### src/design/wat_pkg.sv
`default_nettype none
// ----------------------------------------------------------------------------
// wat_pkg
// Shared types and constants for the weekly alarm table matcher.
// ----------------------------------------------------------------------------
package wat_pkg;

    localparam int TABLE_DEPTH = 16;
    localparam int IDX_W       = (TABLE_DEPTH > 1) ? $clog2(TABLE_DEPTH) : 1;
    localparam int CNT_W       = $clog2(TABLE_DEPTH + 1);
    localparam int SLOT_W      = 4;
    localparam int CMP_W       = CNT_W + SLOT_W;

    localparam logic [2:0] OP_ADD    = 3'd0;
    localparam logic [2:0] OP_DEL    = 3'd1;
    localparam logic [2:0] OP_UPDATE = 3'd2;
    localparam logic [2:0] OP_CHECK  = 3'd3;
    localparam logic [2:0] OP_CANCEL = 3'd4;
    localparam logic [2:0] OP_READ   = 3'd5;

    localparam logic [1:0] ST_OK    = 2'd0;
    localparam logic [1:0] ST_FULL  = 2'd1;
    localparam logic [1:0] ST_RANGE = 2'd2;

    localparam logic [5:0] HOURS_PER_DAY = 6'd24;
    localparam logic [2:0] SUNDAY_BIT    = 3'd6;

    typedef struct packed {
        logic [4:0] hour;
        logic [5:0] minute;
        logic       enabled;
        logic [6:0] days;
    } alarm_t;

    typedef struct packed {
        logic             en;
        logic [IDX_W-1:0] addr;
        alarm_t           data;
    } tbl_wr_t;

endpackage : wat_pkg
`default_nettype wire

### src/design/wat_table.sv
`default_nettype none
// ----------------------------------------------------------------------------
// wat_table
// Alarm entry storage: one write port, one read port, registered read data.
// ----------------------------------------------------------------------------
module wat_table
    import wat_pkg::*;
(
    input  wire logic             aclk,
    input  wire tbl_wr_t          wr,
    input  wire logic [IDX_W-1:0] raddr,
    output alarm_t                rdata
);

    alarm_t mem [TABLE_DEPTH];

    always_ff @(posedge aclk) begin
        if (wr.en) begin
            mem[wr.addr] <= wr.data;
        end
        rdata <= mem[raddr];
    end

endmodule : wat_table
`default_nettype wire

### src/design/weekly_alarm_table_matcher.sv
`default_nettype none
// ----------------------------------------------------------------------------
// weekly_alarm_table_matcher
// Alarm table with add, delete, update, read, cancel and time check.
// ----------------------------------------------------------------------------
// States per item: add, update, cancel, delete of the last entry and rejected
// items go from S_IDLE straight to S_DONE; read passes S_RDWAIT and a delete
// that moves the last entry passes S_MOVE. Check goes straight to S_DONE on an
// empty table, else S_SCAN reads entries in order to the first match or end.
// One item in flight; the next is taken once S_DONE loads the output register.
// Reset: table empty, not ringing, no active entry; entry storage not cleared.
// ----------------------------------------------------------------------------
module weekly_alarm_table_matcher
    import wat_pkg::*;
(
    input  wire logic       aclk,
    input  wire logic       aresetn,

    input  wire logic       s_valid,
    output logic            s_ready,
    input  wire logic [2:0] s_operation,
    input  wire logic [3:0] s_slot,
    input  wire logic [4:0] s_set_hour,
    input  wire logic [5:0] s_set_minute,
    input  wire logic       s_set_enabled,
    input  wire logic [6:0] s_set_days,
    input  wire logic [5:0] s_now_hour,
    input  wire logic [5:0] s_now_minute,
    input  wire logic [2:0] s_now_day,

    output logic            m_valid,
    input  wire logic       m_ready,
    output logic [1:0]      m_status,
    output logic [3:0]      m_slot_used,
    output logic            m_ringing,
    output logic            m_active_valid,
    output logic [3:0]      m_active_slot,
    output logic [4:0]      m_entry_hour,
    output logic [5:0]      m_entry_minute,
    output logic            m_entry_enabled,
    output logic [6:0]      m_entry_days,
    output logic [4:0]      m_entry_count
);

    typedef enum logic [4:0] {
        S_IDLE   = 5'b00001,
        S_RDWAIT = 5'b00010,
        S_MOVE   = 5'b00100,
        S_SCAN   = 5'b01000,
        S_DONE   = 5'b10000
    } state_t;

    typedef struct packed {
        logic [1:0] status;
        logic [3:0] slot_used;
        alarm_t     entry;
    } result_t;

    state_t           state_reg, state_next;
    logic [CNT_W-1:0] count_reg, count_next;
    logic             ring_reg, ring_next;
    logic             act_valid_reg, act_valid_next;
    logic [IDX_W-1:0] act_idx_reg, act_idx_next;
    logic [IDX_W-1:0] scan_reg, scan_next;
    logic [3:0]       slot_reg, slot_next;
    logic [5:0]       hr_reg, hr_next;
    logic [5:0]       mn_reg, mn_next;
    logic [2:0]       bit_reg, bit_next;
    result_t          res_reg, res_next;

    logic             m_valid_reg, m_valid_next;
    result_t          out_reg, out_next;
    logic             out_ring_reg, out_act_valid_reg;
    logic [3:0]       out_act_slot_reg;
    logic [4:0]       out_count_reg;

    tbl_wr_t          wr;
    logic [IDX_W-1:0] raddr;
    alarm_t           rdata;

    logic             out_free;
    logic             out_load;
    logic             slot_in_range;
    logic             slot_not_last;
    logic             entry_hit;
    alarm_t           in_rec;

    wat_table u_table (
        .aclk  (aclk),
        .wr    (wr),
        .raddr (raddr),
        .rdata (rdata)
    );

    assign s_ready  = (state_reg == S_IDLE);
    assign out_free = !m_valid_reg || m_ready;

    assign in_rec = '{hour: s_set_hour, minute: s_set_minute,
                      enabled: s_set_enabled, days: s_set_days};

    assign slot_in_range = CMP_W'(s_slot) < CMP_W'(count_reg);
    assign slot_not_last = (CMP_W'(s_slot) + CMP_W'(1)) < CMP_W'(count_reg);

    assign entry_hit = rdata.enabled
                     && ({1'b0, rdata.hour} == hr_reg)
                     && (rdata.minute == mn_reg)
                     && ((rdata.days == 7'd0) || rdata.days[bit_reg]);

    always_comb begin
        state_next     = state_reg;
        count_next     = count_reg;
        ring_next      = ring_reg;
        act_valid_next = act_valid_reg;
        act_idx_next   = act_idx_reg;
        scan_next      = scan_reg;
        slot_next      = slot_reg;
        hr_next        = hr_reg;
        mn_next        = mn_reg;
        bit_next       = bit_reg;
        res_next       = res_reg;
        wr             = '0;
        raddr          = '0;
        out_load       = 1'b0;

        unique case (state_reg)
            S_IDLE: begin
                if (s_valid) begin
                    slot_next  = s_slot;
                    hr_next    = (s_now_hour >= HOURS_PER_DAY) ?
                                 (s_now_hour - HOURS_PER_DAY) : s_now_hour;
                    mn_next    = s_now_minute;
                    bit_next   = (s_now_day == 3'd0) ? SUNDAY_BIT
                               : ((s_now_day == 3'd7) ? SUNDAY_BIT
                                                      : (s_now_day - 3'd1));
                    res_next   = '{status: ST_OK, slot_used: 4'd0, entry: '0};
                    state_next = S_DONE;
                    unique case (s_operation)
                        OP_ADD: begin
                            if (count_reg == CNT_W'(TABLE_DEPTH)) begin
                                res_next.status = ST_FULL;
                            end else begin
                                wr.en              = 1'b1;
                                wr.addr            = IDX_W'(count_reg);
                                wr.data            = in_rec;
                                res_next.slot_used = 4'(count_reg);
                                count_next         = count_reg + CNT_W'(1);
                            end
                        end
                        OP_DEL: begin
                            if (!slot_in_range) begin
                                res_next.status = ST_RANGE;
                            end else if (slot_not_last) begin
                                raddr      = IDX_W'(count_reg - CNT_W'(1));
                                state_next = S_MOVE;
                            end else begin
                                count_next = count_reg - CNT_W'(1);
                            end
                        end
                        OP_UPDATE: begin
                            if (!slot_in_range) begin
                                res_next.status = ST_RANGE;
                            end else begin
                                wr.en   = 1'b1;
                                wr.addr = IDX_W'(s_slot);
                                wr.data = in_rec;
                            end
                        end
                        OP_CHECK: begin
                            raddr     = '0;
                            scan_next = '0;
                            if (count_reg != '0) begin
                                state_next = S_SCAN;
                            end
                        end
                        OP_CANCEL: begin
                            if (ring_reg) begin
                                ring_next      = 1'b0;
                                act_valid_next = 1'b0;
                                act_idx_next   = '0;
                            end
                        end
                        OP_READ: begin
                            if (!slot_in_range) begin
                                res_next.status = ST_RANGE;
                            end else begin
                                raddr      = IDX_W'(s_slot);
                                state_next = S_RDWAIT;
                            end
                        end
                        default: begin
                        end
                    endcase
                end
            end
            S_RDWAIT: begin
                res_next.entry     = rdata;
                res_next.slot_used = slot_reg;
                state_next         = S_DONE;
            end
            S_MOVE: begin
                wr.en      = 1'b1;
                wr.addr    = IDX_W'(slot_reg);
                wr.data    = rdata;
                count_next = count_reg - CNT_W'(1);
                state_next = S_DONE;
            end
            S_SCAN: begin
                if (entry_hit) begin
                    ring_next      = 1'b1;
                    act_valid_next = 1'b1;
                    act_idx_next   = scan_reg;
                    state_next     = S_DONE;
                end else if ((CNT_W'(scan_reg) + CNT_W'(1)) < count_reg) begin
                    scan_next = scan_reg + IDX_W'(1);
                    raddr     = scan_reg + IDX_W'(1);
                end else begin
                    state_next = S_DONE;
                end
            end
            S_DONE: begin
                if (out_free) begin
                    out_load   = 1'b1;
                    state_next = S_IDLE;
                end
            end
            default: begin
                state_next = S_IDLE;
            end
        endcase
    end

    always_comb begin
        m_valid_next = m_valid_reg;
        if (m_valid_reg && m_ready) begin
            m_valid_next = 1'b0;
        end
        if (out_load) begin
            m_valid_next = 1'b1;
        end
        out_next = out_load ? res_reg : out_reg;
    end

    always_ff @(posedge aclk) begin
        if (!aresetn) begin
            state_reg     <= S_IDLE;
            count_reg     <= '0;
            ring_reg      <= 1'b0;
            act_valid_reg <= 1'b0;
            act_idx_reg   <= '0;
            m_valid_reg   <= 1'b0;
        end else begin
            state_reg     <= state_next;
            count_reg     <= count_next;
            ring_reg      <= ring_next;
            act_valid_reg <= act_valid_next;
            act_idx_reg   <= act_idx_next;
            m_valid_reg   <= m_valid_next;
        end
    end

    always_ff @(posedge aclk) begin
        scan_reg <= scan_next;
        slot_reg <= slot_next;
        hr_reg   <= hr_next;
        mn_reg   <= mn_next;
        bit_reg  <= bit_next;
        res_reg  <= res_next;
        out_reg  <= out_next;
        if (out_load) begin
            out_ring_reg      <= ring_reg;
            out_act_valid_reg <= act_valid_reg;
            out_act_slot_reg  <= act_valid_reg ? 4'(act_idx_reg) : 4'd0;
            out_count_reg     <= 5'(count_reg);
        end
    end

    assign m_valid         = m_valid_reg;
    assign m_status        = out_reg.status;
    assign m_slot_used     = out_reg.slot_used;
    assign m_ringing       = out_ring_reg;
    assign m_active_valid  = out_act_valid_reg;
    assign m_active_slot   = out_act_slot_reg;
    assign m_entry_hour    = out_reg.entry.hour;
    assign m_entry_minute  = out_reg.entry.minute;
    assign m_entry_enabled = out_reg.entry.enabled;
    assign m_entry_days    = out_reg.entry.days;
    assign m_entry_count   = out_count_reg;

endmodule : weekly_alarm_table_matcher
`default_nettype wire
### config.mk
export PLATFORM = sky130hd
export DESIGN_NAME = weekly_alarm_table_matcher
export DESIGN_NICKNAME = d
export VERILOG_FILES = /design/src/design/wat_pkg.sv /design/src/design/wat_table.sv /design/src/design/weekly_alarm_table_matcher.sv
export SDC_FILE = /design/constraint.sdc
export NUM_CORES = 1
export LEC_CHECK = 0
export BUFFER_PORTS_ARGS = -buffer_cell sky130_fd_sc_hd__buf_2
export CORE_MARGIN = 5
export CORE_UTILIZATION = 40
export DETAILED_ROUTE_END_ITERATION = 16
export PLACE_DENSITY = 0.54
export SYNTH_ARGS = -nofsm -noshare
export SYNTH_HDL_FRONTEND = slang
export SYNTH_SLANG_ARGS = --single-unit
### constraint.sdc
create_clock -name aclk -period 5.2 [get_ports aclk]
set_input_delay 0.78 -clock aclk [delete_from_list [all_inputs] [get_ports aclk]]
set_output_delay 0.78 -clock aclk [all_outputs]
set_load 0.02 [all_outputs]
After elaboration in Yosys (flattened, before gate mapping):

Memories as Yosys holds them, arrays and structs flattened. A register that Yosys moved wholly into a read port is not among the register bits.
Cells that the tools add are included.

* flip-flop bits (word level): 101
* RAM bits: 304
* input port bits: 45
* output and inout bits: 38
* word-level logic and storage cells: 155
* memories: 1

Memories
* u_table.mem: words 16, bits a word 19, read ports 1, clocked after memory_dff 1, wr ports 1, RTL line wat_table.sv:15 `alarm_t mem [TABLE_DEPTH];`

* add/sub/neg operators: 7
* order comparisons: 5
* equal/unequal tests: 27
* multiplexer cells: 63
* reductions and logical operators: 25

Operators with widths (count)
* case mux 24 bit (2 select lines): 2
* two-way mux 24 bit: 3
* two-way mux 4 bit: 16
* two-way mux 5 bit: 12
* case mux 23 bit (2 select lines): 1
* case mux 4 bit (2 select lines): 4
* two-way mux 23 bit: 1
* case mux 5 bit (2 select lines): 2
* case mux 5 bit (4 select lines): 1
* case mux 5 bit (3 select lines): 1
* two-way mux 1 bit: 14
* inequality test 3 bit, second input constant: 4
* adder 4 x 1 -> 5 bit, second input constant: 2
* == test 5 bit, second input constant: 2
* less-than comparator 5 bit: 2
* inequality test 2 bit, second input constant: 5
* AND reduction 5 bit: 2
* == test 3 bit, second input constant: 3
* nonzero test 2 bit: 4
* zero test 7 bit: 1
* == test 3 x 2 -> 1 bit, second input constant: 2
* == test 5 x 6 -> 1 bit: 1
* == test 6 bit: 1
* greater-or-equal comparator 6 x 5 -> 1 bit, second input constant: 1
* 30 further kinds: 40

Longest topological paths before layout:

Gate-level depths: netlist of the first run.

* depth in word-level cells: 7
* depth in mapped cells: 15
* gate-level depth less buffers: 12

Hierarchy:

From an unflattened synthesis of the first run, not the netlist that was laid out.

* cell total of the unflattened synthesis: 907
* area total of the unflattened synthesis: 16676.0 um2

By module, submodules not included
* wat_table: instances 1, cells each 507, area an instance 11845.1 um2, seq. area each 9509.1 um2
* weekly_alarm_table_matcher: instances 1, cells each 400, area an instance 4830.9 um2, seq. area each 2862.7 um2

Least setup slack after synthesis of the first run:

No wires, ideal clock.

* kind: input-to-reg
* start: input port s_slot[2]
* end: memory u_table.mem[15][0] (netlist name) (enable)
* library setup time: 0.419 ns
* arrival time: 3.690 ns
* data required time: 4.781 ns
* path slack: 1.092 ns
* cell stages on the path: 9
* path buffers: 0
* path through: ha_1 -> o21ai_0 -> o21bai_1 -> a21oi_1 -> nand2_1 -> nand2_1 -> a22oi_1 -> or2_2 -> nor3_1

* word-level cells in the longest chain between the ends: 7

RTL lines
* start: declaration: RTL line weekly_alarm_table_matcher.sv:22 `input wire logic [3:0] s_slot,`
* less-than comparator 4 x 5 -> 1 bit: RTL line weekly_alarm_table_matcher.sv:101 `assign slot_in_range = CMP_W'(s_slot) < CMP_W'(count_reg);`
* two-way mux 24 bit *: RTL line weekly_alarm_table_matcher.sv:160 `if (!slot_in_range) begin`
* case mux 24 bit (2 select lines) *: RTL line weekly_alarm_table_matcher.sv:137 `unique case (s_operation)`
* two-way mux 24 bit *: RTL line weekly_alarm_table_matcher.sv:127 `if (s_valid) begin`
* case mux 24 bit (2 select lines) *: RTL line weekly_alarm_table_matcher.sv:125 `unique case (state_reg)`
* two-way mux 1 bit: RTL line wat_table.sv:18 `if (wr.en) begin`
* two-way mux 1 bit (implied by the code): RTL line wat_table.sv:19 `mem[wr.addr] <= wr.data;`
* end: declaration: RTL line wat_table.sv:15

Every way passes the cells marked *; elsewhere a longest branch is shown, timed or not.

Final worst setup path of the first run:

* start: register count_reg[2]
* end: register, netlist name u_table.rdata[12]

* word-level cells in the longest chain between the ends: 6
* elaborated cells between the ends (all ways): 12
* classes of those cells: add/sub: 1; order compare: 3; mux: 8

RTL lines
* start: declaration: RTL line weekly_alarm_table_matcher.sv:60 `logic [CNT_W-1:0] count_reg, count_next;`
* start signal: assignment: RTL line weekly_alarm_table_matcher.sv:253 `count_reg <= count_next;`
* subtractor 5 x 1 -> 5 bit or less-than comparator 5 bit (tied branches)
* two-way mux 4 bit: RTL line weekly_alarm_table_matcher.sv:152 `end else if (slot_not_last) begin`
* two-way mux 4 bit: RTL line weekly_alarm_table_matcher.sv:150 `if (!slot_in_range) begin`
* case mux 4 bit (2 select lines): RTL line weekly_alarm_table_matcher.sv:137
* two-way mux 4 bit: RTL line weekly_alarm_table_matcher.sv:127
* case mux 4 bit (2 select lines) *: RTL line weekly_alarm_table_matcher.sv:125

Marks and branches as above.
A chain may end at the register's enable or synchronous reset.

==> impl_metrics.toml, run 1 <==
[power]
p_leak_nw = 7.34
fin_total_pwr_mw = 7.16
power_density_nw_per_um2 = 359
ir_worst_vdd_mv = 0.200

[logic_synthesis]
ys_types = 71
async_reset_ff_frac = 0
synth_area_leaders = "edfxtp_1, dfxtp_1, mux4_2, nand2_1, nand3_1"
synth_most_common_cell = "edfxtp_1"
syn_nets = 1190
synth_cells = 1127
synth-edff-count = 388
synth-main-ff-cell = "edfxtp_1"
synth_commonest_cells = "edfxtp_1, nand2_1, nand3_1, o21ai_0, nor2_1"
yosysWarnings = 0
synth_top_area_frac = 0.680
synth-seq-cells = 424
yosysSeqAreaShare = 0.722
syn_area_sq_um = 17100
syn_avg_cell_area_sq_um = 15.2
yosys.area.top_type = "edfxtp_1"

[clock_tree]
cts.sinks = 424
clk_path_buf_depth = 3
path_clk_slew_ns = 0.06
cts_made_buffers = 44
clk_latency_ns = 0.58
postCtsSetupRepairBufs = 0
ctsHoldBuffers = 0
cts_tree = "done"
cts_resized = 0
htreeDepth = 2
root_buffer = "clkbuf_16"

[sta]
slew_headroom = 0.264
fin_crit_sh = 0.767
fin_tns_setup_ns = 0
finalHoldViolCount = 0
worstMarginPinSlew_ns = 1.10
setup_viol = 0
clock_skew_ns = 0.0293
fmax_mhz = 251
rsz0062_at_grt = "false"
setup_ws_ns = 1.21
fin_crit_ns = 3.99
slew_violations = 0

[routing]
post_drt_wl_per_cell_microns = 23.4
vias_per_cell = 5.54
drt_iter0_drc = 938
drt_pass1_iterations = 5
ant_nets = 0
drcViolationCount = 0
vias = 10100
drt-total-wl_microns = 42600

[place]
dp_hpwl_microns = 26800
place_area_sq_um = 18500
dp_slack_ns = 0.641
numPlacedInstances = 1743
gp_congestion = 0.860
portBuffers = 82

[floorplan]
die_area_sq_um = 47100
initial_utilization = 0.407
dieWidth_microns = 217
core-area_sq_um = 42100
io_pins = 83
fp.dieH_microns = 217
num_rows = 75

[grt]
grt_start_max_net_pins = 44
grt_usage = 0.179
antenna_found_initial = 1
grt_pass1_vias = 10000
overflow = 0
grt_pass1_wl_microns = 64000

[layout]
largest_reg_flops = 304
fin_nets = 1313
design_area_sq_um = 19900
regArea_sq_um = 12400
multi_input_area_sq_um = 4530
drive_gt1_frac = 0.208
diodes = 0
fin_cells = 1824
area_growth_syn_to_layout_pct = 16.1
fill_cells = 3605

[job]
max_cap_viol_count = 0

[critical_path]
start_kind = "register"
cp_max_fo = 10
critPathKind = "register to register"
cp.arrival_ns = 4.46
cp.required_ns = 5.67
endpoint_kind = "register"

[worst_hold_path]
worstHoldPathType = "input pin to register"

[outcome]
status = "finished clean"
[routing by layer]
metal | share of wire | vias up | track usage
met1 | 0.44 | 5122 | 0.252
met5 | 0 | - | 0
met4 | 0.026 | 0 | 0.0499
li1 | - | 4627 | -
met2 | 0.48 | 293 | 0.290
met3 | 0.056 | 65 | 0.0303
[critical path, cell delays in order, from the launching register on]
cell and delay (ns):
dfxtp_1 0.50, inv_1 0.21, ha_1 0.31, o21ai_0 0.13, o311ai_1 0.48, nor2_1 0.16, a32o_2 0.28, nor2_4 0.50
buf_4 0.33, mux4_2 0.53, a22o_1 0.24, a41o_1 0.20
[per-stage QoR]
stage | util | hold slack (ns)
final | 0.473 | 0.396
after global routing | 0.473 | 0.374
after CTS | 0.473 | 0.375
after detailed placement | 0.439 | 0.405
after global placement | 0.439 | 0.403
after floorplan | - | 0.400
[placed cells by master, fill, tap and decap left out, drive strengths merged, types with 13 or more instances in the layout]
cell	count
inv	27
mux4	26
o21ai	47
a22o	31
nor2	41
a41o	19
buf	127
a32oi	15
nand2	122
edfxtp	388
ha	18
dfxtp	36
and2	27
xor2	13
mux2i	17
a21oi	19
clkbuf	63
nand3	82
clkinv	15
[power breakdown]
| group | switching (mW) | internal, mW | leakage [nW] |
|---|---|---|---|
| registers | 0.0407 | 3.79 | 4.18 |
| clock network | 1.29 | 1.72 | 0.681 |
| logic | 0.210 | 0.111 | 2.49 |
| total | 1.54 | 5.62 | 7.34 |
[logic make-up (layout without fill, tap and decap cells)]
family          after synthesis  in the layout  share of synthesized area
simple gates                335            335                     0.0943
xor+xnor                     19             19                    0.00971
fa+ha+maj                    18             18                     0.0131
flops                       424            424                      0.722
mux                          50             50                     0.0487
compound gates              205            205                     0.0925
buf+inv                      76            234                     0.0201
[path summary, 6_finish.rpt]
check / from / to / slack, ns / depth (start not counted)
worst max-delay path: count_reg[2] / u_table.rdata[12] / 1.21 / 11
worst min-delay path: s_now_hour[2] / hr_reg[2] / 0.40 / 1
worst max register to register: count_reg[2] / u_table.rdata[12] / 1.21 / 11
worst min register to register: res_reg[8] / m_entry_minute[0] / 0.42 / 0
[cell type report]
type / count / share of cell area
Multi-Input combinational cell: 627 / 0.227
Clock buffer: 63 / 0.0624
Tap cell: 539 / 0.0339
Timing Repair Buffer: 127 / 0.0420
Sequential cell: 424 / 0.621
Inverter: 26 / 0.00490
Clock inverter: 18 / 0.00798
(Power assumes the default switching activity.)
==> inputs of run 2 (changes only) <==
Settings changed: ABC_AREA set to 1, PLACE_DENSITY 0.54 to 0.56.
Clock period 5.2 ns to 3.5 ns, I/O delays scaled along.
==> impl_metrics.toml, run 2 <==
[outcome]
status = "finished clean"

[logic_synthesis]
yosys.area.top_type = "edfxtp_1"
synth_cells = 1800
synth_area_leaders = "edfxtp_1, nand3_1, inv_1, nand2_1, dfxtp_1"
synth_top_area_frac = 0.617
synth-edff-count = 388
synth_most_common_cell = "nand3_1"
yosysSeqAreaShare = 0.655
syn_area_sq_um = 18900
async_reset_ff_frac = 0
synth_commonest_cells = "nand3_1, edfxtp_1, inv_1, nand2_1, nor2_1"
synth-main-ff-cell = "edfxtp_1"
synth-seq-cells = 424
yosysWarnings = 0
syn_avg_cell_area_sq_um = 10.5
syn_nets = 1863
ys_types = 42

[sta]
fmax_mhz = 316
finalHoldViolCount = 0
fin_tns_setup_ns = 0
worstMarginPinSlew_ns = 0.989
setup_viol = 0
holdWs_ns = 0.117
fin_crit_ns = 3.16
fin_crit_sh = 0.903
setup_ws_ns = 0.338
clock_skew_ns = 0.0224
slew_violations = 0
rsz0062_at_grt = "false"
slew_headroom = 0.339

[grt]
grt_pass1_wl_microns = 74100
antenna_found_initial = 0
grt_pass1_vias = 12200
grt_usage = 0.186
overflow = 0
grt_start_max_net_pins = 77

[routing]
drt_iter0_drc = 1240
vias = 13000
drt-total-wl_microns = 48800
top_layer = "met4"
route.met2.wl_microns = 22300
vias_per_cell = 5.10
post_drt_wl_per_cell_microns = 19.1
drcViolationCount = 0
wl_met3_microns = 3240
ant_nets = 0
drt_pass1_iterations = 5
detail_route.wirelength.met1_microns = 22400

[layout]
final_common_cell = "nand3_1"
diodes = 0
largest_reg_flops = 304
design_area_sq_um = 21800
area_growth_syn_to_layout_pct = 15.5
fin_nets = 1978
fin_cells = 2557
final_cell_mix = "nand3_1, edfxtp_1, inv_1, nand2_1, buf_2"
fin_util = 0.468
drive_gt1_frac = 0.134

[clock_tree]
ctsHoldBuffers = 0
cts.sinks = 424
cts_made_buffers = 46
root_buffer = "clkbuf_16"
clk_latency_ns = 0.58
clk_path_buf_depth = 3
htreeDepth = 2
cts_resized = 0
cts_tree = "done"
postCtsSetupRepairBufs = 0
path_clk_slew_ns = 0.06

[floorplan]
dieWidth_microns = 227
initial_utilization = 0.405
num_rows = 79
core-area_sq_um = 46700
fp.dieH_microns = 227
io_pins = 83
die_area_sq_um = 51700

[critical_path]
cp-endpoint = "u_table.rdata[14]"
cp.arrival_ns = 3.65
start_kind = "register"
rr_startpoint = "scan_reg[0]"
r2r-end = "u_table.rdata[14]"
endpoint_kind = "register"
rrSetupSlack_ns = 0.34
cp_max_fo = 25
r2r_cells = 13
cp.required_ns = 3.99
critPathKind = "register to register"
crit_start = "scan_reg[0]"

[place]
place_area_sq_um = 20400
gp_congestion = 0.858
dp_hpwl_microns = 30000
dp_slack_ns = 0.203
numPlacedInstances = 2474
portBuffers = 82

[worst_hold_path]
worstHoldPathType = "input pin to register"

[power]
fin_total_pwr_mw = 13.0
ir_worst_vdd_mv = 0.338
power_density_nw_per_um2 = 594
p_leak_nw = 9.04

[job]
max_cap_viol_count = 0
run 2: changes by cell type after synthesis, sizes merged, moves of 11 or more:
| cell | previous run | this run |
|---|---|---|
| a22o | 31 | 0 |
| nand3 | 82 | 392 |
| buf | 18 | 60 |
| nand2 | 122 | 290 |
| and3 | 11 | 0 |
| and2 | 27 | 1 |
| mux2i | 17 | 0 |
| nand3b | 2 | 76 |
| mux4 | 26 | 0 |
| nor2 | 41 | 91 |
| a41o | 19 | 0 |
| a32oi | 15 | 0 |
| inv | 26 | 323 |
run 2: worst max-delay path, cell delays in order, from the launching register on:
cell      delay (ns)
edfxtp_1        0.50
nand3_1         0.15
xor2_1          0.23
ha_1            0.30
a21oi_1         0.13
nor2_1          0.06
nor3_2          0.28
a21boi_1        0.38
nand2_1         0.15
nand2_2         0.13
inv_2           0.26
nand3_1         0.19
nand3_1         0.12
nand2_1         0.17
run 2: kinds of logic (layout without fill, tap and decap cells):
family / count (synthesis) / count (layout) / synth area share
buffers and inverters: 411 / 561 / 0.0894
xor gates and xnor gates: 11 / 11 / 0.00510
AOI/OAI and AO/OA: 75 / 75 / 0.0217
adders and majority gates: 18 / 18 / 0.0119
and+or+nand+nor: 861 / 861 / 0.217
DFF: 424 / 424 / 0.655
run 2: how the worst min path moves through the flow:
stage | start | endpoint | slack, ns | depth (start not counted)
after floorplan | res_reg[0] | m_entry_days[0] | 0.40 | 0
after global placement | res_reg[0] | m_entry_days[0] | 0.40 | 0
after detailed placement | res_reg[15] | m_entry_hour[1] | 0.41 | 0
after CTS | s_now_minute[2] | mn_reg[2] | 0.09 | 1
after global routing | s_now_minute[2] | mn_reg[2] | 0.1 | 1
final | s_now_minute[2] | mn_reg[2] | 0.12 | 1
run 2: layout make-up:
type                       count  area, sq um
timing repair buffer         154         1110
inverter                     324         1220
tap                          607          759
sequential                   424        12400
multi-input combinational    965         4890
fill                        4280        24800
clock buffer                  60         1250
clock inverter                23          213
run 2: layer usage:
| metal | GRT usage | up-vias |
|---|---|---|
| li1 | - | 6273 |
| met1 | 0.274 | 6296 |
| met2 | 0.293 | 400 |
| met3 | 0.0331 | 61 |
| met4 | 0.0411 | 0 |
| met5 | 0 | - |
run 2: power by group:
group          leakage [nW]  switching (mW)  total [mW]  internal, mW
Clock                 0.729            1.96        4.71          2.75
Combinational          4.47            1.42        2.05         0.624
Sequential             3.84           0.211        6.20          5.98
